[src/sv/lsep_pkg.sv]
`timescale 1ns / 1ps
// Laser scan end point projection: shared types, constants and tables.
// No dependencies.
package lsep_pkg;

	localparam int CORDIC_STAGES = 16;
	localparam int RANGE_BITS    = 16;

	localparam int ANG_W      = 16;
	localparam int OFF_W      = 24;
	localparam int LIM_W      = 16;
	localparam int IN_RANGE_W = 16;
	localparam int OUT_W      = 24;
	localparam int CFG_IDX_W  = 3;
	localparam int CFG_DATA_W = 24;

	// CORDIC vector width: range * gain (Q16) plus growth and sign
	localparam int XW      = RANGE_BITS + 19;
	// angle width in Q24 with room for the wrap adjust
	localparam int ZW      = 29;
	localparam int SHIFT_W = (CORDIC_STAGES > 1) ? $clog2(CORDIC_STAGES) : 1;
	// rounded coordinate and offset sum widths
	localparam int RW      = XW - 16;
	localparam int SW      = ((RW > OFF_W) ? RW : OFF_W) + 1;

	localparam logic signed [ZW-1:0] PI_Q24        = ZW'(52707179);
	localparam logic signed [ZW-1:0] NEG_PI_Q24    = -ZW'(52707179);
	localparam logic signed [ZW-1:0] TWO_PI_Q24    = ZW'(105414357);
	localparam logic signed [ZW-1:0] NEG_TWO_PI    = -ZW'(105414357);
	localparam logic signed [ZW-1:0] FOUR_PI_Q24   = ZW'(210828714);
	localparam logic signed [ZW-1:0] NEG_FOUR_PI   = -ZW'(210828714);
	// pi + 2pi as the wrap steps see it
	localparam logic signed [ZW-1:0] THREE_PI_Q24  = ZW'(158121536);
	localparam logic signed [ZW-1:0] NEG_THREE_PI  = -ZW'(158121536);
	localparam logic signed [ZW-1:0] HALF_PI_Q24   = ZW'(26353589);
	localparam logic signed [ZW-1:0] NEG_HALF_PI   = -ZW'(26353589);

	localparam logic [15:0] GAIN_Q16 = 16'd39797;

	localparam logic signed [SW-1:0] OUT_MAX = SW'(8388607);
	localparam logic signed [SW-1:0] OUT_MIN = -SW'(8388608);

	typedef enum logic [CFG_IDX_W-1:0] {
		REG_START_ANGLE = 3'd0,
		REG_END_ANGLE   = 3'd1,
		REG_ANGLE_STEP  = 3'd2,
		REG_MIN_RANGE   = 3'd3,
		REG_MAX_RANGE   = 3'd4,
		REG_HEADING     = 3'd5,
		REG_OFFSET_X    = 3'd6,
		REG_OFFSET_Y    = 3'd7
	} cfg_idx_t;

	typedef struct packed {
		logic signed [ANG_W-1:0] start_angle;
		logic signed [ANG_W-1:0] end_angle;
		logic signed [ANG_W-1:0] angle_step;
		logic [LIM_W-1:0]        min_range;
		logic [LIM_W-1:0]        max_range;
		logic signed [ANG_W-1:0] heading;
		logic signed [OFF_W-1:0] offset_x;
		logic signed [OFF_W-1:0] offset_y;
	} cfg_regs_t;

	typedef struct packed {
		logic              valid;
		logic              neg;
		logic signed [XW-1:0] x;
		logic signed [XW-1:0] y;
		logic signed [ZW-1:0] z;
	} cordic_t;

	localparam logic [ZW-1:0] ATAN_Q24 [24] = '{
		ZW'(13176795), ZW'(7778716), ZW'(4110060), ZW'(2086331),
		ZW'(1047214), ZW'(524117), ZW'(262123), ZW'(131069),
		ZW'(65536), ZW'(32768), ZW'(16384), ZW'(8192),
		ZW'(4096), ZW'(2048), ZW'(1024), ZW'(512),
		ZW'(256), ZW'(128), ZW'(64), ZW'(32),
		ZW'(16), ZW'(8), ZW'(4), ZW'(2)
	};

	function automatic logic signed [ZW-1:0] atan_at(input logic [SHIFT_W-1:0] i);
		atan_at = signed'(ATAN_Q24[i]);
	endfunction

endpackage

[src/sv/lsep_cordic_cell.sv]
`timescale 1ns / 1ps
// One CORDIC rotation cell: a single micro-rotation, registered.
// Depends on lsep_pkg.
module lsep_cordic_cell import lsep_pkg::*; (
	input  logic               clk,
	input  logic               arst_n,
	input  logic               adv,
	input  logic [SHIFT_W-1:0] shift,
	input  cordic_t            d,
	output cordic_t            q
);

	cordic_t nxt;
	logic signed [XW-1:0] xs;
	logic signed [XW-1:0] ys;
	logic signed [ZW-1:0] at;

	always_comb begin
		xs  = d.x >>> shift;
		ys  = d.y >>> shift;
		at  = atan_at(shift);
		nxt = d;
		if (!d.z[ZW-1]) begin
			nxt.x = d.x - ys;
			nxt.y = d.y + xs;
			nxt.z = d.z - at;
		end else begin
			nxt.x = d.x + ys;
			nxt.y = d.y - xs;
			nxt.z = d.z + at;
		end
	end

	always_ff @(posedge clk or negedge arst_n) begin
		if (!arst_n) begin
			q.valid <= 1'b0;
		end else if (adv) begin
			q <= nxt;
		end
	end

endmodule

[config.mk]
export PLATFORM = sky130hd
export DESIGN_NAME = lsep_cordic_cell
export DESIGN_NICKNAME = d
export VERILOG_FILES = /design/src/sv/lsep_pkg.sv /design/src/sv/lsep_cordic_cell.sv
export SDC_FILE = /design/constraint.sdc
export NUM_CORES = 1
export LEC_CHECK = 0
export BUFFER_PORTS_ARGS = -buffer_cell sky130_fd_sc_hd__buf_2
export CAP_MARGIN = 25
export CORE_MARGIN = 5
export CORE_UTILIZATION = 30
export DETAILED_ROUTE_END_ITERATION = 16
export GPL_TIMING_DRIVEN = 0
export PLACE_DENSITY = 0.56
export SLEW_MARGIN = 20
export SYNTH_ARGS = -nofsm -noshare
export SYNTH_HDL_FRONTEND = slang
export SYNTH_SLANG_ARGS = --single-unit
[constraint.sdc]
create_clock -name clk -period 1.5 [get_ports clk]
set_clock_uncertainty 0.1 [all_clocks]
set_input_delay 0.075 -clock clk [delete_from_list [all_inputs] [get_ports clk]]
set_output_delay 0.075 -clock clk [all_outputs]
set_load 0.02 [all_outputs]
### Word-level counts from Yosys, hierarchy flattened

Memories as Yosys holds them, arrays and structs flattened.
Index checks and enable logic that the tools add are counted.

* flip-flop bits (word level): 101
* bits in read-only memories: 928
* input bits: 108
* output and inout port bits: 101
* logic and storage cells: 20
* memories kept: 1

Memory list
* (no name shown): words 32, bits a word 29, rd ports 1, clocked after Yosys merged registers in 0, write ports 0, RTL line lsep_pkg.sv:83 `atan_at = signed'(ATAN_Q24[i]);`

* add/subtract/negate cells: 6
* $lt $le $gt $ge: 1
* shifts and indexed selects: 2
* multiplexer cells: 3
* bitwise gates (word level): 1
* reductions and logical operators: 1

Operators with widths (count)
* 99-bit 2-to-1 mux: 1
* 35-bit adder: 2
* 35-bit by 4-bit >>> shifter with 35-bit output: 2
* 35-bit subtractor: 2
* 29-bit 2-to-1 mux: 2
* 29-bit adder: 1
* 29-bit subtractor: 1
* 5-bit by 6-bit greater-or-equal comparator with 1-bit output, second input constant: 1
* 4-bit NOT with 5-bit output: 1
* 2-bit AND reduction: 1

### Logic depth before layout (Yosys ltp)

* word-level depth: 6
* mapped depth: 28

### Worst setup path after synthesis

Ideal clock, no wire load.

* kind: input port to flip-flop
* start: in shift[1]
* end: reg q[28] in the netlist's numbering, data pin
* setup time: 262 ps
* arrival: 6284 ps
* slack: -5146 ps
* stages: 27
* buffers on the path: 7
* path through: buf_2 inv_2 buf_2 buf_2 clkbuf_1 clkbuf_1 clkbuf_1 ha_1 clkbuf_1 a21oi_1 nand2b_1 ha_1 nand2_1 nor4b_1 nor2_1 xnor2_1 ha_1 nand2_1 o21ai_0 or4_1 a32o_1 a2111oi_0 o31ai_1 or4_1 a31o_2 a21oi_1 xor2_1

RTL lines
* start, declared: RTL line lsep_cordic_cell.sv:8 `input logic [SHIFT_W-1:0] shift,`
* end signal, assigned: RTL line lsep_cordic_cell.sv:38 `q <= nxt;`
* end, declared: RTL line lsep_cordic_cell.sv:10 `output cordic_t q`

==> flow_summary.yaml <==
run_status:
  status: "finished, violations left"
  violations: "negative hold slack, negative setup slack"
timing:
  fin_crit_ns: 4.99
  rsz0062_at_grt: "true"
  maxSlewViolCount: 0
  setup_viol: 99
  relSlewSlack: 0.224
  period_share: 3.32
  layout_setup_ws_ns: -3.49
  fin_tns_setup_ns: -244.61
  tightest_slew_ns: 1.16
  final_hold_viol_count: 2
  whs_ns: -0.0912
  fmax_ghz: 0.201
power_and_ir_drop:
  vdd_ir_drop_max_v: 0.000619
  power_mw: 18.6
  clockPowerShare: 0.147
  intPower_mw: 10.8
  p_sw_mw: 7.85
  powerDensity_nw_per_um2: 928
  swShare: 0.421
  power_frac_seq: 0.218
  comb_power_share: 0.635
  power_leakage_nw: 8.33
setup_path:
  arrival_ns: 5.03
  crit_path_end_kind: "register"
  crit_chain: "buf_12 -> buf_12 -> inv_1 -> clkbuf_8 -> buf_6 -> buf_4 -> nand2_1 -> a21oi_1 -> inv_1 -> a21oi_1 -> xor2_1 -> ha_1 -> nand2_1 -> o21ai_2 -> or4_4 -> a32o_2 -> a2111oi_4 -> o31ai_2 -> or4_4 -> a31o_4 -> a21oi_2 -> xor2_1"
  worstPathRequired_ns: 1.54
  cp-start-kind: "primary input"
  critical_path_buf_inv_count: 7
  critPathSlowestCell: "or4_4"
  crit_type: "primary input to register"
  crit_path_max_fanout: 10
  slowest_delay_ns: 0.52
  critPathTopFamily: "compound AO/OA/AOI/OAI gates"
synth:
  synth.avg_cell_area_um2: 9.08
  synth_nets: 1759
  synthFlopType: "edfxtp_1"
  synthDominantCellAreaShare: 0.214
  syn_inst: 1543
  synth-edff-count: 100
  async_flop_share: 0.00990
  yosysMostFrequentCell: "nand2_1"
  synth_seq_cells: 101
  seq_area_frac_synth: 0.216
  synth_top_cell_by_area: "edfxtp_1"
  synth.distinct_cells: 82
  synth_warnings: 0
  synth_area_leaders: "edfxtp_1 21%, mux4_2 11%, ha_1 9.4%"
  netlist_top_cells_count: "155 x nand2_1, 146 x a21oi_1, 116 x nor2_1, 116 x xnor2_1, 105 x ha_1"
  synth_area_um2: 14000
placement:
  place_inst: 2358
  gp_congestion: 0.971
  io_buffers: 205
  hpwl_mm: 46.9
global_routing:
  antenna_found_initial: 10
  grt_pass1_vias: 14738
  grt_max_degree: 38
  grt_pass1_wl_mm: 93.1
  grtUsageTotal: 0.242
  grt_overflow: 0
layout:
  design.final.nets: 2166
  nFillCells: 4470
  stdcell_count: 2569
  regMostFlops: "q"
  largestRegisters: "q x101"
  drive_gt1_frac: 0.440
  largest_reg_flops: 101
  area_growth_pct: 43.3
die:
  die_area_um2: 51100
  row_count: 79
  start_util: 0.302
  ios: 209
  core-area_um2: 46400
  dieWidth_um: 226
  die_y_um: 226
drt:
  drtIter0Drc: 1146
  firstDrtPassIters: 5
  drt-total-wl_mm: 64.4
  drtAntennaViolNets: 0
  routedWlPerCell_um: 25.1
  vias_per_cell: 5.78
  drc: 0
  num_vias: 14858
hold_path:
  hold_path.class: "primary input to register"
clock_network:
  cts_hold_buffers: 5
  clk_pin_slew_ns: 0.08
  cts_tree: "yes"
  root_buffer: "clkbuf_16"
  clk-insertion-delay-late_ns: 0.40
  cts-buffers-inserted: 9
  clockBufferDepth: 2
  cts.htree.levels: 3
  cts_sinks: 101
run:
  maxCapViolations: 0
==> power groups by stage <==
stage	Sequential (mW)	Clock, mW	Combinational (mW)
global route	4.09	2.93	12.6
CTS	4.07	2.87	10.9
global placement	4.12	0	8.95
detailed placement	4.12	0	9.01
floorplan	4.70	0	6.00
finish	4.05	2.74	11.8
==> layout by cell type, fill, tap and decap left out, types with 12 or more instances in the layout <==
cell type / count
a21o_1: 38
a21oi_1: 77
a21oi_2: 56
a21oi_4: 13
a31oi_1: 27
and2_1: 13
buf_12: 31
buf_2: 210
buf_4: 162
buf_6: 31
clkbuf_16: 15
edfxtp_1: 100
ha_1: 82
ha_4: 13
inv_1: 33
mux2_2: 31
mux2i_1: 65
mux4_2: 68
nand2_1: 143
nand2b_1: 14
nand3_1: 30
nor2_1: 95
nor2_2: 12
nor3_1: 17
o211ai_1: 16
o21a_1: 15
o21ai_0: 44
o21ai_1: 18
o21ai_2: 15
o21bai_1: 13
xnor2_1: 107
xor2_1: 50
==> what timing repair did <==
action | 4_1_cts | 5_1_grt
gates resized for setup | 301 | 94
cloned | 2 | 0
setup endpoints to repair | 99 | 169
buffers inserted | 139 | 46
pin swaps | 167 | 94
hold endpoints to repair | 5 | 2
==> worst register-to-register path: stages, from the launching register on <==
cell           delay [ns]
dfrtp_1              0.38
mux2_2               0.25
dlygate4sd3_1        0.55
==> through the flow <==
step	instance area (um2)	setup slack (ns)	hold WS, ns	utilization
after global routing	20100	-3.61	-0.0994	0.433
after floorplan	14700	-3.56	-0.321	-
after global placement	16500	-5.40	-0.244	0.355
after CTS	19300	-3.37	-0.144	0.417
after detailed placement	16500	-5.36	-0.243	0.356
final	20100	-3.49	-0.0912	0.433
==> cell type report <==
| class | instances | area, um2 | share of cell area |
|---|---|---|---|
| Antenna cell | 7 | 17.5 | 0.000873 |
| Buffer | 76 | 1010 | 0.0503 |
| Clock buffer | 10 | 229 | 0.0114 |
| Clock inverter | 6 | 93.8 | 0.00467 |
| Inverter | 43 | 185 | 0.00922 |
| Multi-Input combinational cell | 1321 | 12000 | 0.600 |
| Sequential cell | 101 | 3030 | 0.151 |
| Tap cell | 607 | 759 | 0.0378 |
| Timing Repair Buffer | 398 | 2720 | 0.135 |
==> kinds of logic (layout without fill, tap and decap cells) <==
kind of cell	count (synthesis)	after routing	synth area share
AO/OA/AOI/OAI	431	431	0.194
adder cells (fa/ha/maj)	108	108	0.0981
buffers and inverters	121	533	0.0410
AND/OR/NAND/NOR	435	435	0.147
multiplexers	178	178	0.198
XOR/XNOR	169	169	0.106
flip-flops	101	101	0.216
other	0	7	0
==> path summary, 6_finish.rpt <==
path,startpoint,cells after the start,end,slack [ns]
max in group asynchronous,arst_n,3,q[100],1.12
min in group asynchronous,arst_n,3,q[100],0.07
min,d[0],2,q[0],-0.09
max reg2reg,q[100],2,q[100],0.11
max,shift[2],22,q[28],-3.49
min reg2reg,q[100],2,q[100],0.95
==> layer usage <==
metal	global-route usage	routed length [um]
met1	0.309	26400
met2	0.394	29600
met3	0.0538	5350
met4	0.107	3000
met5	0	31
Power figures use the tool's default switching activity.
