File: src/sv/lsep_pkg.sv
`timescale 1ns / 1ps
// Laser scan end point projection: shared types, constants and tables.
// No dependencies.
package lsep_pkg;

	localparam int CORDIC_STAGES = 16;
	localparam int RANGE_BITS    = 16;

	localparam int ANG_W      = 16;
	localparam int OFF_W      = 24;
	localparam int LIM_W      = 16;
	localparam int IN_RANGE_W = 16;
	localparam int OUT_W      = 24;
	localparam int CFG_IDX_W  = 3;
	localparam int CFG_DATA_W = 24;

	// CORDIC vector width: range * gain (Q16) plus growth and sign
	localparam int XW      = RANGE_BITS + 19;
	// angle width in Q24 with room for the wrap adjust
	localparam int ZW      = 29;
	localparam int SHIFT_W = (CORDIC_STAGES > 1) ? $clog2(CORDIC_STAGES) : 1;
	// rounded coordinate and offset sum widths
	localparam int RW      = XW - 16;
	localparam int SW      = ((RW > OFF_W) ? RW : OFF_W) + 1;

	localparam logic signed [ZW-1:0] PI_Q24        = ZW'(52707179);
	localparam logic signed [ZW-1:0] NEG_PI_Q24    = -ZW'(52707179);
	localparam logic signed [ZW-1:0] TWO_PI_Q24    = ZW'(105414357);
	localparam logic signed [ZW-1:0] NEG_TWO_PI    = -ZW'(105414357);
	localparam logic signed [ZW-1:0] FOUR_PI_Q24   = ZW'(210828714);
	localparam logic signed [ZW-1:0] NEG_FOUR_PI   = -ZW'(210828714);
	// pi + 2pi as the wrap steps see it
	localparam logic signed [ZW-1:0] THREE_PI_Q24  = ZW'(158121536);
	localparam logic signed [ZW-1:0] NEG_THREE_PI  = -ZW'(158121536);
	localparam logic signed [ZW-1:0] HALF_PI_Q24   = ZW'(26353589);
	localparam logic signed [ZW-1:0] NEG_HALF_PI   = -ZW'(26353589);

	localparam logic [15:0] GAIN_Q16 = 16'd39797;

	localparam logic signed [SW-1:0] OUT_MAX = SW'(8388607);
	localparam logic signed [SW-1:0] OUT_MIN = -SW'(8388608);

	typedef enum logic [CFG_IDX_W-1:0] {
		REG_START_ANGLE = 3'd0,
		REG_END_ANGLE   = 3'd1,
		REG_ANGLE_STEP  = 3'd2,
		REG_MIN_RANGE   = 3'd3,
		REG_MAX_RANGE   = 3'd4,
		REG_HEADING     = 3'd5,
		REG_OFFSET_X    = 3'd6,
		REG_OFFSET_Y    = 3'd7
	} cfg_idx_t;

	typedef struct packed {
		logic signed [ANG_W-1:0] start_angle;
		logic signed [ANG_W-1:0] end_angle;
		logic signed [ANG_W-1:0] angle_step;
		logic [LIM_W-1:0]        min_range;
		logic [LIM_W-1:0]        max_range;
		logic signed [ANG_W-1:0] heading;
		logic signed [OFF_W-1:0] offset_x;
		logic signed [OFF_W-1:0] offset_y;
	} cfg_regs_t;

	typedef struct packed {
		logic              valid;
		logic              neg;
		logic signed [XW-1:0] x;
		logic signed [XW-1:0] y;
		logic signed [ZW-1:0] z;
	} cordic_t;

	localparam logic [ZW-1:0] ATAN_Q24 [24] = '{
		ZW'(13176795), ZW'(7778716), ZW'(4110060), ZW'(2086331),
		ZW'(1047214), ZW'(524117), ZW'(262123), ZW'(131069),
		ZW'(65536), ZW'(32768), ZW'(16384), ZW'(8192),
		ZW'(4096), ZW'(2048), ZW'(1024), ZW'(512),
		ZW'(256), ZW'(128), ZW'(64), ZW'(32),
		ZW'(16), ZW'(8), ZW'(4), ZW'(2)
	};

	function automatic logic signed [ZW-1:0] atan_at(input logic [SHIFT_W-1:0] i);
		atan_at = signed'(ATAN_Q24[i]);
	endfunction

endpackage

File: src/sv/lsep_back.sv
`timescale 1ns / 1ps
// Back end: sign restore, rounding to mm, offset, saturation, output register.
// Depends on lsep_pkg.
module lsep_back import lsep_pkg::*; (
	input  logic                    clk,
	input  logic                    arst_n,
	input  logic                    adv,
	input  cordic_t                 cell_out,
	input  cfg_regs_t               regs,
	output logic                    out_valid,
	output logic signed [OUT_W-1:0] end_x,
	output logic signed [OUT_W-1:0] end_y,
	output logic                    clipped
);

	localparam logic signed [XW-1:0] RND     = XW'(32768);
	localparam logic signed [XW-1:0] RND_NEG = XW'(32769);

	logic                 valid_s1;
	logic signed [RW-1:0] rx_s1, ry_s1;
	logic signed [XW-1:0] vx, vy;
	logic signed [SW-1:0] sx, sy;
	logic                 cx_hi, cx_lo, cy_hi, cy_lo;

	// -v + 2^15 == ~v + 2^15 + 1
	always_comb begin
		vx = cell_out.neg ? (~cell_out.x + RND_NEG) : (cell_out.x + RND);
		vy = cell_out.neg ? (~cell_out.y + RND_NEG) : (cell_out.y + RND);
	end

	always_ff @(posedge clk or negedge arst_n) begin
		if (!arst_n) begin
			valid_s1 <= 1'b0;
		end else if (adv) begin
			valid_s1 <= cell_out.valid;
			rx_s1    <= vx[XW-1:16];
			ry_s1    <= vy[XW-1:16];
		end
	end

	always_comb begin
		sx    = SW'(rx_s1) + SW'(regs.offset_x);
		sy    = SW'(ry_s1) + SW'(regs.offset_y);
		cx_hi = sx > OUT_MAX;
		cx_lo = sx < OUT_MIN;
		cy_hi = sy > OUT_MAX;
		cy_lo = sy < OUT_MIN;
	end

	always_ff @(posedge clk or negedge arst_n) begin
		if (!arst_n) begin
			out_valid <= 1'b0;
		end else if (adv) begin
			out_valid <= valid_s1;
			end_x     <= cx_hi ? OUT_W'(OUT_MAX) : (cx_lo ? OUT_W'(OUT_MIN) : OUT_W'(sx));
			end_y     <= cy_hi ? OUT_W'(OUT_MAX) : (cy_lo ? OUT_W'(OUT_MIN) : OUT_W'(sy));
			clipped   <= cx_hi || cx_lo || cy_hi || cy_lo;
		end
	end

endmodule

File: config.mk
export PLATFORM = sky130hd
export DESIGN_NAME = lsep_back
export DESIGN_NICKNAME = d
export VERILOG_FILES = /design/src/sv/lsep_pkg.sv /design/src/sv/lsep_back.sv
export SDC_FILE = /design/constraint.sdc
export NUM_CORES = 1
export LEC_CHECK = 0
export ABC_AREA = 1
export BUFFER_PORTS_ARGS = -buffer_cell sky130_fd_sc_hd__clkbuf_2
export CORE_MARGIN = 5
export CORE_UTILIZATION = 25
export DETAILED_ROUTE_END_ITERATION = 8
export GPL_ROUTABILITY_DRIVEN = 0
export PLACE_DENSITY_LB_ADDON = 0.05
export SYNTH_ARGS = -nofsm -noshare
export SYNTH_HDL_FRONTEND = slang
export SYNTH_SLANG_ARGS = --single-unit
File: constraint.sdc
create_clock -name clk -period 4.72 [get_ports clk]
set_clock_uncertainty 0.1 [all_clocks]
set_input_delay 0.708 -clock clk [delete_from_list [all_inputs] [get_ports clk]]
set_output_delay 0.708 -clock clk [all_outputs]
set_load 0.005 [all_outputs]
After elaboration in Yosys (flattened, before gate mapping)
Index checks and enable logic that the tools add are counted.
- input port bits: 248
- logic and storage cells: 27
- bits in registers: 89
- output and inout port bits: 50
- reduce and logical (&&, ||, !) cells: 4
- mux-type cells: 4
- $add $sub $neg: 6
- bitwise logic cells: 2
- order comparisons: 4
- operators with widths (kind ; number):
    $add 35x17->35 const B ; 4
    $mux 35 ; 2
    $not 35->35 ; 2
    $add 19x24->25 ; 2
    $gt 25x24->1 const B ; 2
    $lt 25x24->1 const B ; 2
    $mux 24 ; 2
    $logic_or 1x1->1 ; 3
    $reduce_and 2->1 ; 1

Depth between registers and ports, before layout
- depth after elaboration: 5
- mapped depth: 16
- depth with buffers taken out: 15

Worst setup path before layout
Ideal clock, no wire load.
- path type: in2reg
- start point: in arst_n
- end point: reg clipped (enable)
- arrival time: 2428 ps
- stages on the path: 2
- data required time: 4179 ps
- library setup time: 441 ps
- slack: 1751 ps
- cell sequence: nand2_1 inv_1
- cells in the longest elaborated chain, start to end: 1
- ends and longest elaborated chain (element ; RTL line ; source):
    start: declaration ; lsep_back.sv:6 ; input logic arst_n,
    $reduce_and 2->1 (no line) ; n/a ;
    end signal: assignment ; lsep_back.sv:57 ; clipped <= cx_hi || cx_lo || cy_hi || cy_lo;
    end: declaration ; lsep_back.sv:13 ; output logic clipped
Every way passes these cells.
A chain may end at the register's enable or synchronous reset.

Final worst setup path
- start point: in regs[24] (netlist bit)
- end point: reg clipped (data pin)
- cells in the longest elaborated chain, start to end: 5
- elaborated cells on any way between the ends: 6
- those cells by class: add/sub (1); order compare (2); reduce/logical (3)
- ends and longest elaborated chain (element ; RTL line ; source):
    start: declaration ; lsep_back.sv:9 ; input cfg_regs_t regs,
    $add 19x24->25 (*) ; lsep_back.sv:42 ; sx = SW'(rx_s1) + SW'(regs.offset_x);
    $gt 25x24->1 or $lt 25x24->1 (tied branches) ; lsep_back.sv:44, lsep_back.sv:45 ;
    $logic_or 1x1->1 (*) (3 in series) ; lsep_back.sv:57 ;
Mark *: on every way between the ends. The rest lies on a longest branch, timed or not.

==> run summary <==
The flow ran to the end, and the final reports show no timing, DRC or antenna violations. The final total negative setup slack is 0 ns, and the placeable core region is 33400 sq um. Dividing the final minimum period by the clock period gives 59.0%. In this run, synthesis inferred 87 flip-flops with an integrated enable.

The final core utilization was 30.2%. Clock tree synthesis selected as its root buffer the cell clkbuf_16. The fraction of power spent switching nets was 35.1%.

After legalization and detailed placement, the total HPWL measured 23.4 mm. The setup slack after layout was 1.94 ns. The tools report the number of buffers inserted during clock tree synthesis as 9. The number of hold-repair buffers added at the cts stage came out at 0.

The setup path with the least slack is of type primary input to flip-flop. Worst-path cell with the longest stage delay: fa_1. Row generation in the floorplan step produced 67 rows. In this run the post-CTS setup repair buffer count came out at 0. The area share of the largest cell type after synthesis is 30.9%. The vertical die dimension was 194 um; the fraction of layout cells with a size suffix above 1 was 16.3%. Cell internal power was estimated by the tool at 0.00181 W. For the number of global-route vias before repair, the log shows 8235. The area occupied by multi-input gates was 5100 sq um. The max-slew violation count is 0, and the number of gates resized after cts is 0. A synthesized cell averages 6.85 sq um. The sequential share of power was 36.8%. The total overflow left after global routing is 0. Counting along the longest clock path gives a buffer depth of 2.

Net switching component of the power: 0.000977 W. The first global-routing pass estimated 44.6 mm of wire. The die covers 37600 sq um. The tools report the detailed-router iteration count before antenna repair as 5. The detailed router placed 8102 vias in this run.

TritonCTS built the clock tree. The total nets after synthesis came out at 1539. The die is 194 um wide. The measured slew at the worst slew-check pin was 0.945 ns.

From synthesis to final layout, the design area changed by 19.4%. Ranked by instance count, the synthesized netlist is headed by nand2_1 (409), inv_1 (152), nor2_1 (134), edfxtp_1 (87), nand3_1 (74). The synthesized design contains 89 register bits. The share of total power dissipated in the clock network is 27.9%. The peak ir drop on the vdd network came out at 0.000196 V. Global routing consumed, over all layers together, 14.6% of the routing resources.

The leading cell type by number of instances after synthesis was nand2_1. In this run the power density over the cells is 276 nW/um^2. The logs give 2 for the initial antenna violation count and 31.5% for the share of synthesized area occupied by flip-flops and latches.

The count of filler cells inserted in the layout is 3787, and the number of instances in the synthesized netlist is 1235. The total of buffers placed on input and output ports was 172. For the data arrival at the endpoint of the critical path, the log shows 2.76 ns. Yosys printed 0 warnings. Entering global routing, the biggest net connects 53 pins. For this run, the leading register cell type out of synthesis is edfxtp_1. The number of inserted diodes was 0; the required time of the critical path was 4.70 ns. For the DRC violations left, the log shows 0. Across the whole layout, storage elements account for 2660 sq um. In this run the count of I/O pins placed on the die edge is 298. After the first detailed-routing iteration, the DRC count stood at 334. The tools report the kind of start point of the critical path as a primary input.

The number of vias per cell is 4.36, and the number of H-tree levels is 3. The run gives 25.3% as the initial standard-cell utilization of the core. Traced cell by cell, the critical path runs through clkbuf_2 > ha_1 > fa_1 > nand2_1 > inv_1 > nand2_1 > nand2_1 > nand2_1 > nand2_2 > nand2_1 > nand3_2 > nand2_1 > nand2_1 > nand2_2 > nand4_1.

Summed over all cells, the static leakage comes to 4.94 nW. Before CTS, the worst setup slack after placement is 1.56 ns. The later pin in the worst-skew pair is clocked with a latency of 0.35 ns. Net total in the final layout: 1708. Along the worst path, the maximum fanout reaches 24. The worst setup path is captured at a flip-flop. Largest area contributor in the netlist: edfxtp_1.

Max-cap violations in this run came to 0. The run gives 0 as the count of endpoints failing hold in the final timing report. The run gives 35.3% as the part of the total power dissipated in combinational logic. Derived from the worst setup path, the maximum achievable clock frequency is 359 MHz. Sorting the synthesized cells by area gives the leading types as edfxtp_1 (31%), nand2_1 (18%), ha_1 (8.0%).

After clock tree synthesis, the clock-pin slew on the worst setup and hold paths is 0.07 ns. The wire length per cell after detailed routing came out at 14.8 um. The count of nets left with antenna violations once routing finished came out at 0. For this design, the sink count on the clock tree is 89. The run gives 27.4 mm as the total detailed-routing wirelength. Setup repair after global routing left no endpoint under its margin. For this run, asynchronously set or reset flops after synthesis account for 2.25%. Synthesis instantiated 40 different standard cells from the library. The number of failing setup endpoints in the final timing report came out at 0. Cell repeated most along the worst path: nand2_1. The post-layout minimum cycle time was 2.78 ns; the max-slew headroom at the worst pin was 36.9%. Peak per-stage delay on the critical path: 0.38 ns. The worst hold path class is primary input to asynchronous set/reset pin. The area of the mapped netlist came out at 8460 sq um.
==> cells by family (layout without fill, tap and decap cells) <==
group | after synthesis | count (layout) | synth area share, %
AND/OR/NAND/NOR | 740 | 740 | 37.5
buffers and inverters | 170 | 344 | 8.27
AO/OA/AOI/OAI | 119 | 119 | 7.96
flip-flops | 89 | 89 | 31.5
XOR/XNOR | 61 | 61 | 6.31
adder cells (fa/ha/maj) | 56 | 56 | 8.46
==> worst paths after layout <==
path | start | end | slack [ns] | cells past startpoint
max in group asynchronous | arst_n | out_valid | 4.38 | 1
max reg2reg | rx_s1[0] | clipped | 1.97 | 14
min reg2reg | valid_s1 | out_valid | 0.43 | 2
min | arst_n | valid_s1 | 0.04 | 1
min in group clk | valid_s1 | out_valid | 0.43 | 2
max | regs[24] | clipped | 1.94 | 15
==> cell type report <==
type,instances,area share (%)
multi-input cells,976,50.5
flip-flops and latches,89,26.4
repair buffers,175,8.74
inverters,153,5.70
well taps,448,5.55
clock buffers,10,2.27
clock inverters,6,0.917
==> cells in the final DEF (no fill, tap or decap), types with 6 or more instances in the layout <==
cell and n:
ha_1 54, nand4_1 30, clkbuf_2 172, nand2_1 409, o21bai_1 12, clkbuf_16 9, edfxtp_1 87, nor2_1 134
nor3_1 38, xor2_1 49, a21oi_1 59, nor2_2 6, nand3_1 74, o21ai_0 28, nand2_2 15, and2_1 6
xnor2_1 12, inv_1 151, a31oi_1 6, nand3b_1 9
==> through the flow <==
stage | total power, W | hold slack, ns | instances | area, sq um
global route | 0.00301 | 0.0126 | 1857 | 10100
detailed placement | 0.00204 | 0.405 | 1841 | 9780
finish | 0.00279 | 0.0368 | 1857 | 10100
floorplan | 0.00171 | 0.312 | 1235 | 8460
CTS | 0.00283 | 0.0159 | 1857 | 10100
global placement | 0.00204 | 0.404 | 1841 | 9780
==> power by group through the flow <==
stage / Combinational [W] / Sequential [W] / Clock (W)
after global placement: 0.000995 / 0.00104 / 0
after detailed placement: 0.000998 / 0.00104 / 0
after floorplan: 0.000662 / 0.00104 / 0
after CTS: 0.00100 / 0.00103 / 0.000806
after global routing: 0.00114 / 0.00103 / 0.000840
final: 0.000985 / 0.00102 / 0.000777
==> state kept, by name, indices dropped and copies added (netlist names) <==
name and flops:
end_x 24, ry_s1 19, end_y 24, valid_s1 1, rx_s1 19, out_valid 1, clipped 1
==> critical path, delay by kind of cell <==
family	cells	cell delay [ns]
buffers and inverters	2	0.15
adders and majority gates	2	0.61
and+or+nand+nor	11	1.29
==> routing by layer <==
layer  vias up  track usage, %  wire (um)
met1      3568            22.4      14900
met3        17            2.57       1100
met5         -               0         17
li1       4369               -          -
met4         4            2.79        273
met2       144            21.3      11100
Power figures use the tool's default switching activity.
