File: src/sv/lsep_pkg.sv
`timescale 1ns / 1ps
// Laser scan end point projection: shared types, constants and tables.
// No dependencies.
package lsep_pkg;

	localparam int CORDIC_STAGES = 16;
	localparam int RANGE_BITS    = 16;

	localparam int ANG_W      = 16;
	localparam int OFF_W      = 24;
	localparam int LIM_W      = 16;
	localparam int IN_RANGE_W = 16;
	localparam int OUT_W      = 24;
	localparam int CFG_IDX_W  = 3;
	localparam int CFG_DATA_W = 24;

	// CORDIC vector width: range * gain (Q16) plus growth and sign
	localparam int XW      = RANGE_BITS + 19;
	// angle width in Q24 with room for the wrap adjust
	localparam int ZW      = 29;
	localparam int SHIFT_W = (CORDIC_STAGES > 1) ? $clog2(CORDIC_STAGES) : 1;
	// rounded coordinate and offset sum widths
	localparam int RW      = XW - 16;
	localparam int SW      = ((RW > OFF_W) ? RW : OFF_W) + 1;

	localparam logic signed [ZW-1:0] PI_Q24        = ZW'(52707179);
	localparam logic signed [ZW-1:0] NEG_PI_Q24    = -ZW'(52707179);
	localparam logic signed [ZW-1:0] TWO_PI_Q24    = ZW'(105414357);
	localparam logic signed [ZW-1:0] NEG_TWO_PI    = -ZW'(105414357);
	localparam logic signed [ZW-1:0] FOUR_PI_Q24   = ZW'(210828714);
	localparam logic signed [ZW-1:0] NEG_FOUR_PI   = -ZW'(210828714);
	// pi + 2pi as the wrap steps see it
	localparam logic signed [ZW-1:0] THREE_PI_Q24  = ZW'(158121536);
	localparam logic signed [ZW-1:0] NEG_THREE_PI  = -ZW'(158121536);
	localparam logic signed [ZW-1:0] HALF_PI_Q24   = ZW'(26353589);
	localparam logic signed [ZW-1:0] NEG_HALF_PI   = -ZW'(26353589);

	localparam logic [15:0] GAIN_Q16 = 16'd39797;

	localparam logic signed [SW-1:0] OUT_MAX = SW'(8388607);
	localparam logic signed [SW-1:0] OUT_MIN = -SW'(8388608);

	typedef enum logic [CFG_IDX_W-1:0] {
		REG_START_ANGLE = 3'd0,
		REG_END_ANGLE   = 3'd1,
		REG_ANGLE_STEP  = 3'd2,
		REG_MIN_RANGE   = 3'd3,
		REG_MAX_RANGE   = 3'd4,
		REG_HEADING     = 3'd5,
		REG_OFFSET_X    = 3'd6,
		REG_OFFSET_Y    = 3'd7
	} cfg_idx_t;

	typedef struct packed {
		logic signed [ANG_W-1:0] start_angle;
		logic signed [ANG_W-1:0] end_angle;
		logic signed [ANG_W-1:0] angle_step;
		logic [LIM_W-1:0]        min_range;
		logic [LIM_W-1:0]        max_range;
		logic signed [ANG_W-1:0] heading;
		logic signed [OFF_W-1:0] offset_x;
		logic signed [OFF_W-1:0] offset_y;
	} cfg_regs_t;

	typedef struct packed {
		logic              valid;
		logic              neg;
		logic signed [XW-1:0] x;
		logic signed [XW-1:0] y;
		logic signed [ZW-1:0] z;
	} cordic_t;

	localparam logic [ZW-1:0] ATAN_Q24 [24] = '{
		ZW'(13176795), ZW'(7778716), ZW'(4110060), ZW'(2086331),
		ZW'(1047214), ZW'(524117), ZW'(262123), ZW'(131069),
		ZW'(65536), ZW'(32768), ZW'(16384), ZW'(8192),
		ZW'(4096), ZW'(2048), ZW'(1024), ZW'(512),
		ZW'(256), ZW'(128), ZW'(64), ZW'(32),
		ZW'(16), ZW'(8), ZW'(4), ZW'(2)
	};

	function automatic logic signed [ZW-1:0] atan_at(input logic [SHIFT_W-1:0] i);
		atan_at = signed'(ATAN_Q24[i]);
	endfunction

endpackage

File: src/sv/lsep_front.sv
`timescale 1ns / 1ps
// Front end: range window, beam angle accumulator, angle wrap and fold.
// Depends on lsep_pkg.
module lsep_front import lsep_pkg::*; (
	input  logic                  clk,
	input  logic                  arst_n,
	input  logic                  adv,
	input  logic                  take,
	input  logic [IN_RANGE_W-1:0] range_mm,
	input  logic                  first_beam,
	input  cfg_regs_t             regs,
	output cordic_t               cell_in
);

	logic signed [ANG_W-1:0] next_angle_q;
	logic signed [ANG_W-1:0] beam;
	logic signed [ANG_W:0]   step_sum;
	logic signed [ANG_W:0]   end_ext;
	logic signed [ANG_W:0]   head_sum;
	logic [RANGE_BITS-1:0]   rng;
	logic                    in_win;
	logic                    wrap;

	logic                 valid_s1, valid_s2;
	logic signed [ZW-1:0] z_s1, z_s2;
	logic signed [XW-1:0] x_s1, x_s2;
	logic signed [ZW-1:0] wrap_add;
	logic signed [ZW-1:0] fold_add;
	logic                 fold;

	always_comb begin
		rng      = RANGE_BITS'(range_mm);
		beam     = first_beam ? regs.start_angle : next_angle_q;
		in_win   = (32'(rng) >= 32'(regs.min_range)) && (32'(rng) < 32'(regs.max_range));
		step_sum = (ANG_W+1)'(beam) + (ANG_W+1)'(regs.angle_step);
		end_ext  = (ANG_W+1)'(regs.end_angle);
		head_sum = (ANG_W+1)'(beam) + (ANG_W+1)'(regs.heading);
		wrap     = (end_ext < 0) ? (step_sum <= end_ext) : (step_sum >= end_ext);
	end

	always_ff @(posedge clk or negedge arst_n) begin
		if (!arst_n) begin
			next_angle_q <= '0;
		end else if (take) begin
			next_angle_q <= wrap ? regs.start_angle : step_sum[ANG_W-1:0];
		end
	end

	// s1: scaled angle and initial vector
	always_ff @(posedge clk or negedge arst_n) begin
		if (!arst_n) begin
			valid_s1 <= 1'b0;
		end else if (adv) begin
			valid_s1 <= take && in_win;
			z_s1     <= ZW'(head_sum) <<< 11;
			x_s1     <= signed'(XW'(rng) * XW'(GAIN_Q16));
		end
	end

	// s2: wrap into [-pi, pi]
	always_comb begin
		if (z_s1 > THREE_PI_Q24)
			wrap_add = NEG_FOUR_PI;
		else if (z_s1 > PI_Q24)
			wrap_add = NEG_TWO_PI;
		else if (z_s1 < NEG_THREE_PI)
			wrap_add = FOUR_PI_Q24;
		else if (z_s1 < NEG_PI_Q24)
			wrap_add = TWO_PI_Q24;
		else
			wrap_add = '0;
	end

	always_ff @(posedge clk or negedge arst_n) begin
		if (!arst_n) begin
			valid_s2 <= 1'b0;
		end else if (adv) begin
			valid_s2 <= valid_s1;
			z_s2     <= z_s1 + wrap_add;
			x_s2     <= x_s1;
		end
	end

	// s3: fold into [-pi/2, pi/2], negate at the end
	always_comb begin
		fold     = 1'b0;
		fold_add = '0;
		if (z_s2 > HALF_PI_Q24) begin
			fold     = 1'b1;
			fold_add = NEG_PI_Q24;
		end else if (z_s2 < NEG_HALF_PI) begin
			fold     = 1'b1;
			fold_add = PI_Q24;
		end
	end

	always_ff @(posedge clk or negedge arst_n) begin
		if (!arst_n) begin
			cell_in.valid <= 1'b0;
		end else if (adv) begin
			cell_in.valid <= valid_s2;
			cell_in.neg   <= fold;
			cell_in.x     <= x_s2;
			cell_in.y     <= '0;
			cell_in.z     <= z_s2 + fold_add;
		end
	end

endmodule

File: config.mk
export PLATFORM = sky130hd
export DESIGN_NAME = lsep_front
export DESIGN_NICKNAME = d
export VERILOG_FILES = /design/src/sv/lsep_pkg.sv /design/src/sv/lsep_front.sv
export SDC_FILE = /design/constraint.sdc
export NUM_CORES = 1
export LEC_CHECK = 0
export ABC_AREA = 1
export BUFFER_PORTS_ARGS = -buffer_cell sky130_fd_sc_hd__buf_2
export CORE_UTILIZATION = 45
export DETAILED_ROUTE_END_ITERATION = 12
export GPL_ROUTABILITY_DRIVEN = 0
export GPL_TIMING_DRIVEN = 0
export PLACE_DENSITY = 0.66
export SLEW_MARGIN = 20
export SYNTH_ARGS = -nofsm -noshare
export SYNTH_HDL_FRONTEND = slang
export SYNTH_SLANG_ARGS = --single-unit
File: constraint.sdc
create_clock -name clk -period 7.4 [get_ports clk]
set_input_delay 1.48 -clock clk [delete_from_list [all_inputs] [get_ports clk]]
set_output_delay 1.48 -clock clk [all_outputs]
set_load 0.05 [all_outputs]
; Yosys cells after proc, flatten, opt, wreduce, memory -nomap -nowiden
; Cells that the tools add are included.
[op_classes]
reduce_logical = 3
muxes = 10
n_mul = 1
addsub = 4
n_lt_le_gt_ge = 11
[ops]
columns = operator, n
row1 = $mux W29, 3
row2 = $add A16 B16 Y17, 2
row3 = $mul A16 B16 Y32 const B, 1
row4 = $mux W16, 2
row5 = $add A28 B29 Y29, 1
row6 = $add A29 B29 Y29, 1
row7 = $gt A28 B29 Y1 const B, 1
row8 = $gt A29 B26 Y1 const B, 1
row9 = $lt A28 B29 Y1 const B, 1
row10 = $lt A29 B26 Y1 const B, 1
row11 = $gt A28 B27 Y1 const B, 1
row12 = $lt A28 B27 Y1 const B, 1
row13 = $mux W28, 1
row14 = $mux W27, 1
row15 = $mux W26, 1
row16 = $ge A17 B16 Y1, 1
row17 = $le A17 B16 Y1, 1
row18 = $ge A16 B16 Y1, 1
row19 = $lt A16 B1 Y1 const B, 1
row20 = $lt A16 B16 Y1, 1
row21 = $logic_and A1 B1 Y1, 2
row22 = $mux W1, 2
row23 = $reduce_and A2 Y1, 1
[word_totals]
in_bits = 165
regBits = 191
out_inout_bits = 101

; Logic depth before layout (Yosys ltp)
; Gate-level depths: netlist of run 1.
[depth]
depth_word = 6
ltp_mapped = 27
ltp_nobuf = 26

; Least setup slack after synthesis of run 1
; OpenSTA, ideal clock, no wires.
[synth_path]
kind = input-to-reg
from = input port range_mm[7]
to = register x_s1[25] (data pin)
arrival_time_ps = 6048
required_ps = 7138
path_slack_ps = 1091
setup_ps = 262
cell_stages = 20
path_buffers = 0
cell_sequence = inv_1 -> fa_1 -> fa_1 -> inv_1 -> fa_1 -> inv_1 -> fa_1 -> inv_1 -> fa_1 -> inv_1 -> fa_1 -> inv_1 -> ha_1 -> nand2_1 -> inv_1 -> a21oi_1 -> o21ai_0 -> a21oi_1 -> o21ai_1 -> xor2_1
[synth_via]
elab_chain_len = 1
[synth_rtl]
columns = item, line_no
row1 = from (decl), lsep_front.sv:9  ; input logic [IN_RANGE_W-1:0] range_mm,
row2 = $mul A16 B16 Y32, lsep_front.sv:56  ; x_s1 <= signed'(XW'(rng) * XW'(GAIN_Q16));
row3 = to (signal assigned), lsep_front.sv:56
row4 = to (decl), lsep_front.sv:26  ; logic signed [XW-1:0] x_s1, x_s2;
; Every way passes these cells.
; A chain may end at the register's enable or synchronous reset.

; Worst setup path in the final report of run 1
[layout_path]
from = input port range_mm[6]
to = register x_s1[25] (data pin)
; Same word-level chain as after synthesis.

==> results of run 1 <==
-- layer usage --
| metal | vias up | routed length (microns) |
|---|---|---|
| met3 | 49 | 1580 |
| met4 | 2 | 728 |
| met2 | 332 | 17900 |
| met1 | 6198 | 18500 |
| li1 | 6868 | - |
| met5 | - | 13 |
-- power by group --
group          internal (mW)  switching [mW]  leakage (nW)  total, mW
clock network          0.451           0.452         0.280      0.904
registers               1.72           0.105          1.79       1.83
logic                   2.20            3.92          8.13       6.12
total                   4.37            4.48          10.2       8.85
-- sequential cells by signal (all words and copies together), names as in the netlist --
signal,cells
next_angle_q,16
cell_in,63
x_s1,32
valid_s2,1
z_s2,23
x_s2,32
z_s1,17
valid_s1,1
-- cells by family (layout without fill, tap and decap cells) --
logic type	Yosys count	in the layout
other cells	1	39
simple gates	627	627
xor+xnor	85	85
flops	185	185
buf+inv	467	678
fa+ha+maj	353	353
compound gates	260	260
-- area by class of cell --
| type | instances | area, sq um |
|---|---|---|
| clock buffer | 17 | 425 |
| timing repair buffer | 179 | 918 |
| antenna | 1 | 2.50 |
| multi-input combinational | 1363 | 10400 |
| sequential | 185 | 5460 |
| buffer | 50 | 357 |
| fill | 3622 | 18700 |
| inverter | 417 | 1570 |
| tap | 518 | 648 |
| clock inverter | 15 | 156 |
-- per-stage QoR --
stage          std cells  hold WS [ps]
2_1_floorplan       2015           400
3_3_place_gp        2711           401
3_5_place_dp        2712           405
4_1_cts             2744           410
5_1_grt             2744           417
6_report            2745           410
-- worst paths after layout --
check / start / to / cells past startpoint / slack (ps)
setup / recovery: range_mm[6] / x_s1[25]$_DFFE_PP_ / 21 / 820
hold / removal: x_s1[0]$_DFFE_PP_ / x_s2[0]$_DFFE_PP_ / 0 / 410
setup reg to reg: z_s1[14]$_DFFE_PP_ / z_s2[21]$_DFFE_PP_ / 18 / 3670
hold reg to reg: x_s1[0]$_DFFE_PP_ / x_s2[0]$_DFFE_PP_ / 0 / 410
max in group asynchronous: arst_n / next_angle_q[10]$_DFFE_PN0P_ / 1 / 6060
min in group asynchronous: arst_n / valid_s1$_DFFE_PN0P_ / 1 / 970
-- cell usage in the layout (no fill, tap or decap), types with 3 or more instances in the layout --
cell type,netlist,layout
conb_1,1,38
clkbuf_1,5,5
nor3_1,25,25
o21ai_1,4,4
dfrtp_1,19,19
a21oi_2,3,3
o21ai_0,53,53
a21boi_1,3,3
a31oi_1,13,13
edfxtp_1,166,166
nand4_1,38,38
o21a_1,4,4
o21bai_1,12,12
inv_1,414,413
nand3b_1,5,5
nand2_4,11,11
nor4_1,4,4
nand3_2,11,11
a21o_1,8,8
nand2_2,4,4
xnor2_1,19,19
a21oi_1,139,139
nor2_1,109,109
ha_1,246,246
inv_8,0,8
nand2_1,331,331
clkbuf_16,0,17
buf_2,5,183
buf_4,39,39
xor2_1,66,66
fa_1,107,107
nand3_1,77,77
==> flow_metrics.tcl, run 1 <==
set metrics [dict create \
    synth.lib_cells_used.distinct 57 \
    hold_path_class "register to register" \
    drt-vias-per-instance 4.90 \
    pre_cts_ws_ps 372 \
    rsz0062_at_grt "false" \
    worst_slew_pin_slew_ps 521 \
    clock_sinks 185 \
    p_per_area_mw_per_mm2 443 \
    ant_nets 0 \
    required_ps 7600 \
    number_of_instances_resized_during_post_cts_repair 0 \
    synth_xor_xnor_area_share_pct 4.21 \
    maximum_resistive_drop_on_vdd_v 0.000326 \
    root_buffer "clkbuf_16" \
    power.total_mw 8.85 \
    tritoncts.num_buffers 17 \
    final_worst_path_setup_slack_ps 818 \
    gr-total-overflow 0 \
    die_height_microns 200 \
    worst-setup-path-type "input port to register" \
    worst_path_clk_slew_ps 90 \
    fin_skew_ps 19.2 \
    dr_total_vias 13400 \
    worstPathArrival_ps 6780 \
    synth.mux.area_fraction_pct 0 \
    first_iter_violations 572 \
    synth-edff-count 166 \
    timing.final.setup_violations 0 \
    post_synth.cell_area_avg_sq_um 8.94 \
    use_met1_pct 26.0 \
    largest_cells_by_area_after_synthesis "edfxtp_1 28%, ha_1 17%, fa_1 12%" \
    grt.busiest_layer "met2" \
    relSlewSlack_pct 65.2 \
    routed_wire_length_microns 38700 \
    synth_compound_area_share_pct 8.49 \
    post-synth-top-area-fraction_pct 28.2 \
    synth_top_family_by_area "adder cells" \
    final_net_count 2731 \
    synthesis.area_sq_mm 0.0177 \
    yosysSeqAreaShare_pct 30.9 \
    dp_hpwl_microns 32200 \
    grt_first_pass_wirelength_microns 62800 \
    ys_top_cells_by_count "414 x inv_1, 331 x nand2_1, 246 x ha_1, 166 x edfxtp_1, 139 x a21oi_1" \
    placed_cell_area_sq_mm 0.0194 \
    drc_errors 0 \
    clk-insertion-delay-late_ps 470 \
    worstSetupStartpointType "input port" \
    synth-adder-area-share_pct 29.5 \
    post_drt_wl_per_cell_microns 14.1 \
    flop_and_latch_count_out_of_synthesis 185 \
    clock.fmax_mhz 152 \
    floorplan.die_area_sq_mm 0.0401 \
    path_common_cell "inv_1" \
    final.period_utilization_pct 88.9 \
    gr-usage-met2_pct 32.4 \
    yosysWarnings 0 \
    grt_pass1_vias 13100 \
    proportion_of_layout_cells_with_a_drive_suffix_above_1_pct 13.6 \
    critical_path_buf_inv_count 8 \
    flow.area_growth_from_synthesis_pct 13.0 \
    synthMostInstantiatedCell "inv_1" \
    sequence_of_cells_on_the_critical_path "buf_2, inv_1, fa_1, fa_1, inv_1, fa_1, inv_1, fa_1, inv_1, fa_1, inv_1, fa_1, inv_1, ha_1, nand2_1, inv_1, a21oi_1, o21ai_0, a21oi_1, o21ai_1, xor2_1" \
    maxCapViolCount 0 \
    outcome "finished, final reports clean" \
    setup_tns_ps 0 \
    leakage_nw 10.2 \
    hold_viol_final 0 \
    final_core_util_pct 51.6 \
    critical-path-slowest-cell "fa_1" \
    clk_path_buf_depth 2 \
    post-cts-setup-buffers 0 \
    instance_count_of_the_mapped_netlist 1978 \
    crit_path_max_delay_family "adder cells" \
    placementRows 72 \
    core_area_sq_mm 0.0387 \
    post_synth_and_or_nand_nor_area_fraction_pct 16.0 \
    finalMaxSlewViolations 0 \
    firstDrtPassIters 5 \
    slowest_delay_ps 530 \
    use_met3_pct 2.85 \
    die-width_microns 200 \
    grt_start_max_net_pins 110 \
    share_of_flip_flops_with_an_asynchronous_set_or_reset_after_synthesis_pct 10.3 \
    antenna_violations_before_repair 1 \
    clock_tree.htree_level_count 4 \
    grt_usage_pct 19.4 \
    hold_bufs_at_cts 0 \
    final_area_sq_mm 0.0200 \
    postSynth.topFlopCell "edfxtp_1" \
    floorplan.io_pins 266 \
    synthDominantAreaCellType "edfxtp_1" \
    endpoint_kind "register" \
    path_max_fanout 8 \
    place.port_buffers 178 \
    final_period_demand_of_the_worst_path_ps 6580 \
    tritoncts "yes" \
    initial_cell_density_of_the_core_pct 45.7 \
]
Note: power is estimated with default switching activity, not from simulation.
==> inputs of run 2 (changes only) <==
Settings changed: MAX_ROUTING_LAYER set to met4.
==> run 2 against run 1 <==
Compared with the run above:
- sequential share of layout area is essentially flat
- core utilization about the same
- sequential power is essentially flat
- via count up 0.27%
- setup slack got worse by 2.2 ps
- combinational power about the same
- global-route usage grew 0.60 points
- largest cell class unchanged
- highest routed layer is now met4
==> flow_metrics.tcl, run 2 (synthesis results as in run 1) <==
set metrics [dict create \
    dr_total_vias 13500 \
    layout.cells.most_common_list "413 x inv_1, 331 x nand2_1, 246 x ha_1, 183 x buf_2, 166 x edfxtp_1" \
    number_of_instances_resized_during_post_cts_repair 0 \
    flow.area_growth_from_synthesis_pct 13.0 \
    worstPathArrival_ps 6780 \
    grt_pass1_vias 13100 \
    floorplan.die_area_sq_mm 0.0401 \
    placed_cell_area_sq_mm 0.0194 \
    max_flop_register "cell_in" \
    worstSetupStartpointType "input port" \
    proportion_of_layout_cells_with_a_drive_suffix_above_1_pct 13.6 \
    reg2reg_depth 18 \
    fin_skew_ps 9.99 \
    hold_path_class "register to register" \
    leakage_nw 10.2 \
    clk-insertion-delay-late_ps 460 \
    worst-setup-path-type "input port to register" \
    hold_viol_final 0 \
    use_met1_pct 26.1 \
    clock.fmax_mhz 152 \
    core_area_sq_mm 0.0387 \
    floorplan.io_pins 266 \
    gr-usage-met2_pct 32.4 \
    place.port_buffers 178 \
    worst_path_clk_slew_ps 70 \
    timing.final.setup_violations 0 \
    endpoint_kind "register" \
    post-cts-setup-buffers 0 \
    relSlewSlack_pct 65.1 \
    clk_path_buf_depth 2 \
    maximum_resistive_drop_on_vdd_v 0.000326 \
    setup_tns_ps 0 \
    p_per_area_mw_per_mm2 443 \
    drt-vias-per-instance 4.91 \
    die_height_microns 200 \
    maxCapViolCount 0 \
    clock_tree.htree_level_count 4 \
    grt_first_pass_wirelength_microns 62900 \
    dp_hpwl_microns 32200 \
    drc_errors 0 \
    firstDrtPassIters 6 \
    tritoncts "yes" \
    grt_usage_pct 20.0 \
    final_area_sq_mm 0.0200 \
    outcome "finished, final reports clean" \
    timing.hold.worst_path_depth 0 \
    initial_cell_density_of_the_core_pct 45.7 \
    largest_register_ff_count 63 \
    final_net_count 2731 \
    final_period_demand_of_the_worst_path_ps 6580 \
    placementRows 72 \
    use_met3_pct 2.31 \
    tritoncts.num_buffers 17 \
    grt.busiest_layer "met2" \
    mostFrequentLayoutCell "inv_1" \
    largestRegisters "cell_in x63, x_s1 x32, x_s2 x32" \
    worst_slew_pin_slew_ps 523 \
    root_buffer "clkbuf_16" \
    antenna_violations_before_repair 1 \
    hold_bufs_at_cts 0 \
    post_drt_wl_per_cell_microns 14.1 \
    ant_nets 0 \
    die-width_microns 200 \
    finalMaxSlewViolations 0 \
    rsz0062_at_grt "false" \
    final.period_utilization_pct 89.0 \
    clock_sinks 185 \
    required_ps 7600 \
    gr-total-overflow 0 \
    hold_slack_ps 415 \
    first_iter_violations 599 \
    path_max_fanout 7 \
    grt_start_max_net_pins 110 \
    routed_wire_length_microns 38800 \
]
-- run 2: worst paths after layout --
path / startpoint / to / slack [ps]
worst max register to register: z_s1[14]$_DFFE_PP_ / z_s2[21]$_DFFE_PP_ / 3680
worst min register to register: x_s1[15]$_DFFE_PP_ / x_s2[15]$_DFFE_PP_ / 410
min in group asynchronous: arst_n / valid_s1$_DFFE_PN0P_ / 980
max in group asynchronous: arst_n / next_angle_q[10]$_DFFE_PN0P_ / 6050
worst max-delay path: range_mm[8] / x_s1[25]$_DFFE_PP_ / 820
worst min-delay path: x_s1[15]$_DFFE_PP_ / x_s2[15]$_DFFE_PP_ / 410
-- run 2: final cells by class --
cell class | count | area (sq um)
fillers | 3621 | 18700
multi-input cells | 1363 | 10400
flip-flops and latches | 185 | 5460
inverters | 417 | 1570
repair buffers | 179 | 918
well taps | 518 | 648
clock buffers | 17 | 425
plain buffers | 50 | 357
clock inverters | 15 | 156
diodes | 2 | 5.00
-- run 2: layer usage --
metal  share of wire, %  vias up  wire (microns)
met3                4.5       46            1760
li1                   -     6868               -
met2                 46      361           18000
met5                  0        -               0
met1                 47     6210           18300
met4                1.8        0             705
-- run 2: report_power, final --
| group | internal [mW] | total (mW) | leakage, nW | switching, mW |
|---|---|---|---|---|
| clock network | 0.452 | 0.904 | 0.280 | 0.452 |
| registers | 1.72 | 1.83 | 1.79 | 0.105 |
| logic | 2.20 | 6.12 | 8.13 | 3.92 |
-- run 2: stage by stage --
stage | power, mW | cells | setup WS, ps | utilization [%]
final | 8.85 | 2746 | 816 | 51.6
after global routing | 9.75 | 2745 | 514 | 51.6
after CTS | 8.86 | 2744 | 870 | 51.6
after detailed placement | 7.89 | 2712 | 372 | 50.1
after global placement | 7.79 | 2711 | 363 | 50.0
after floorplan | 6.50 | 2015 | 1090 | -
-- run 2: critical path: stages --
cell and delay [ps]:
buf_2 260, inv_1 210, fa_1 480, fa_1 520
inv_1 60, fa_1 500, inv_1 50, fa_1 470
inv_1 50, fa_1 530, inv_1 60, fa_1 520
inv_1 40, ha_1 370, nand2_1 190, inv_1 60
a21oi_1 220, o21ai_0 110, a21oi_1 300, o21ai_1 130
xor2_1 170
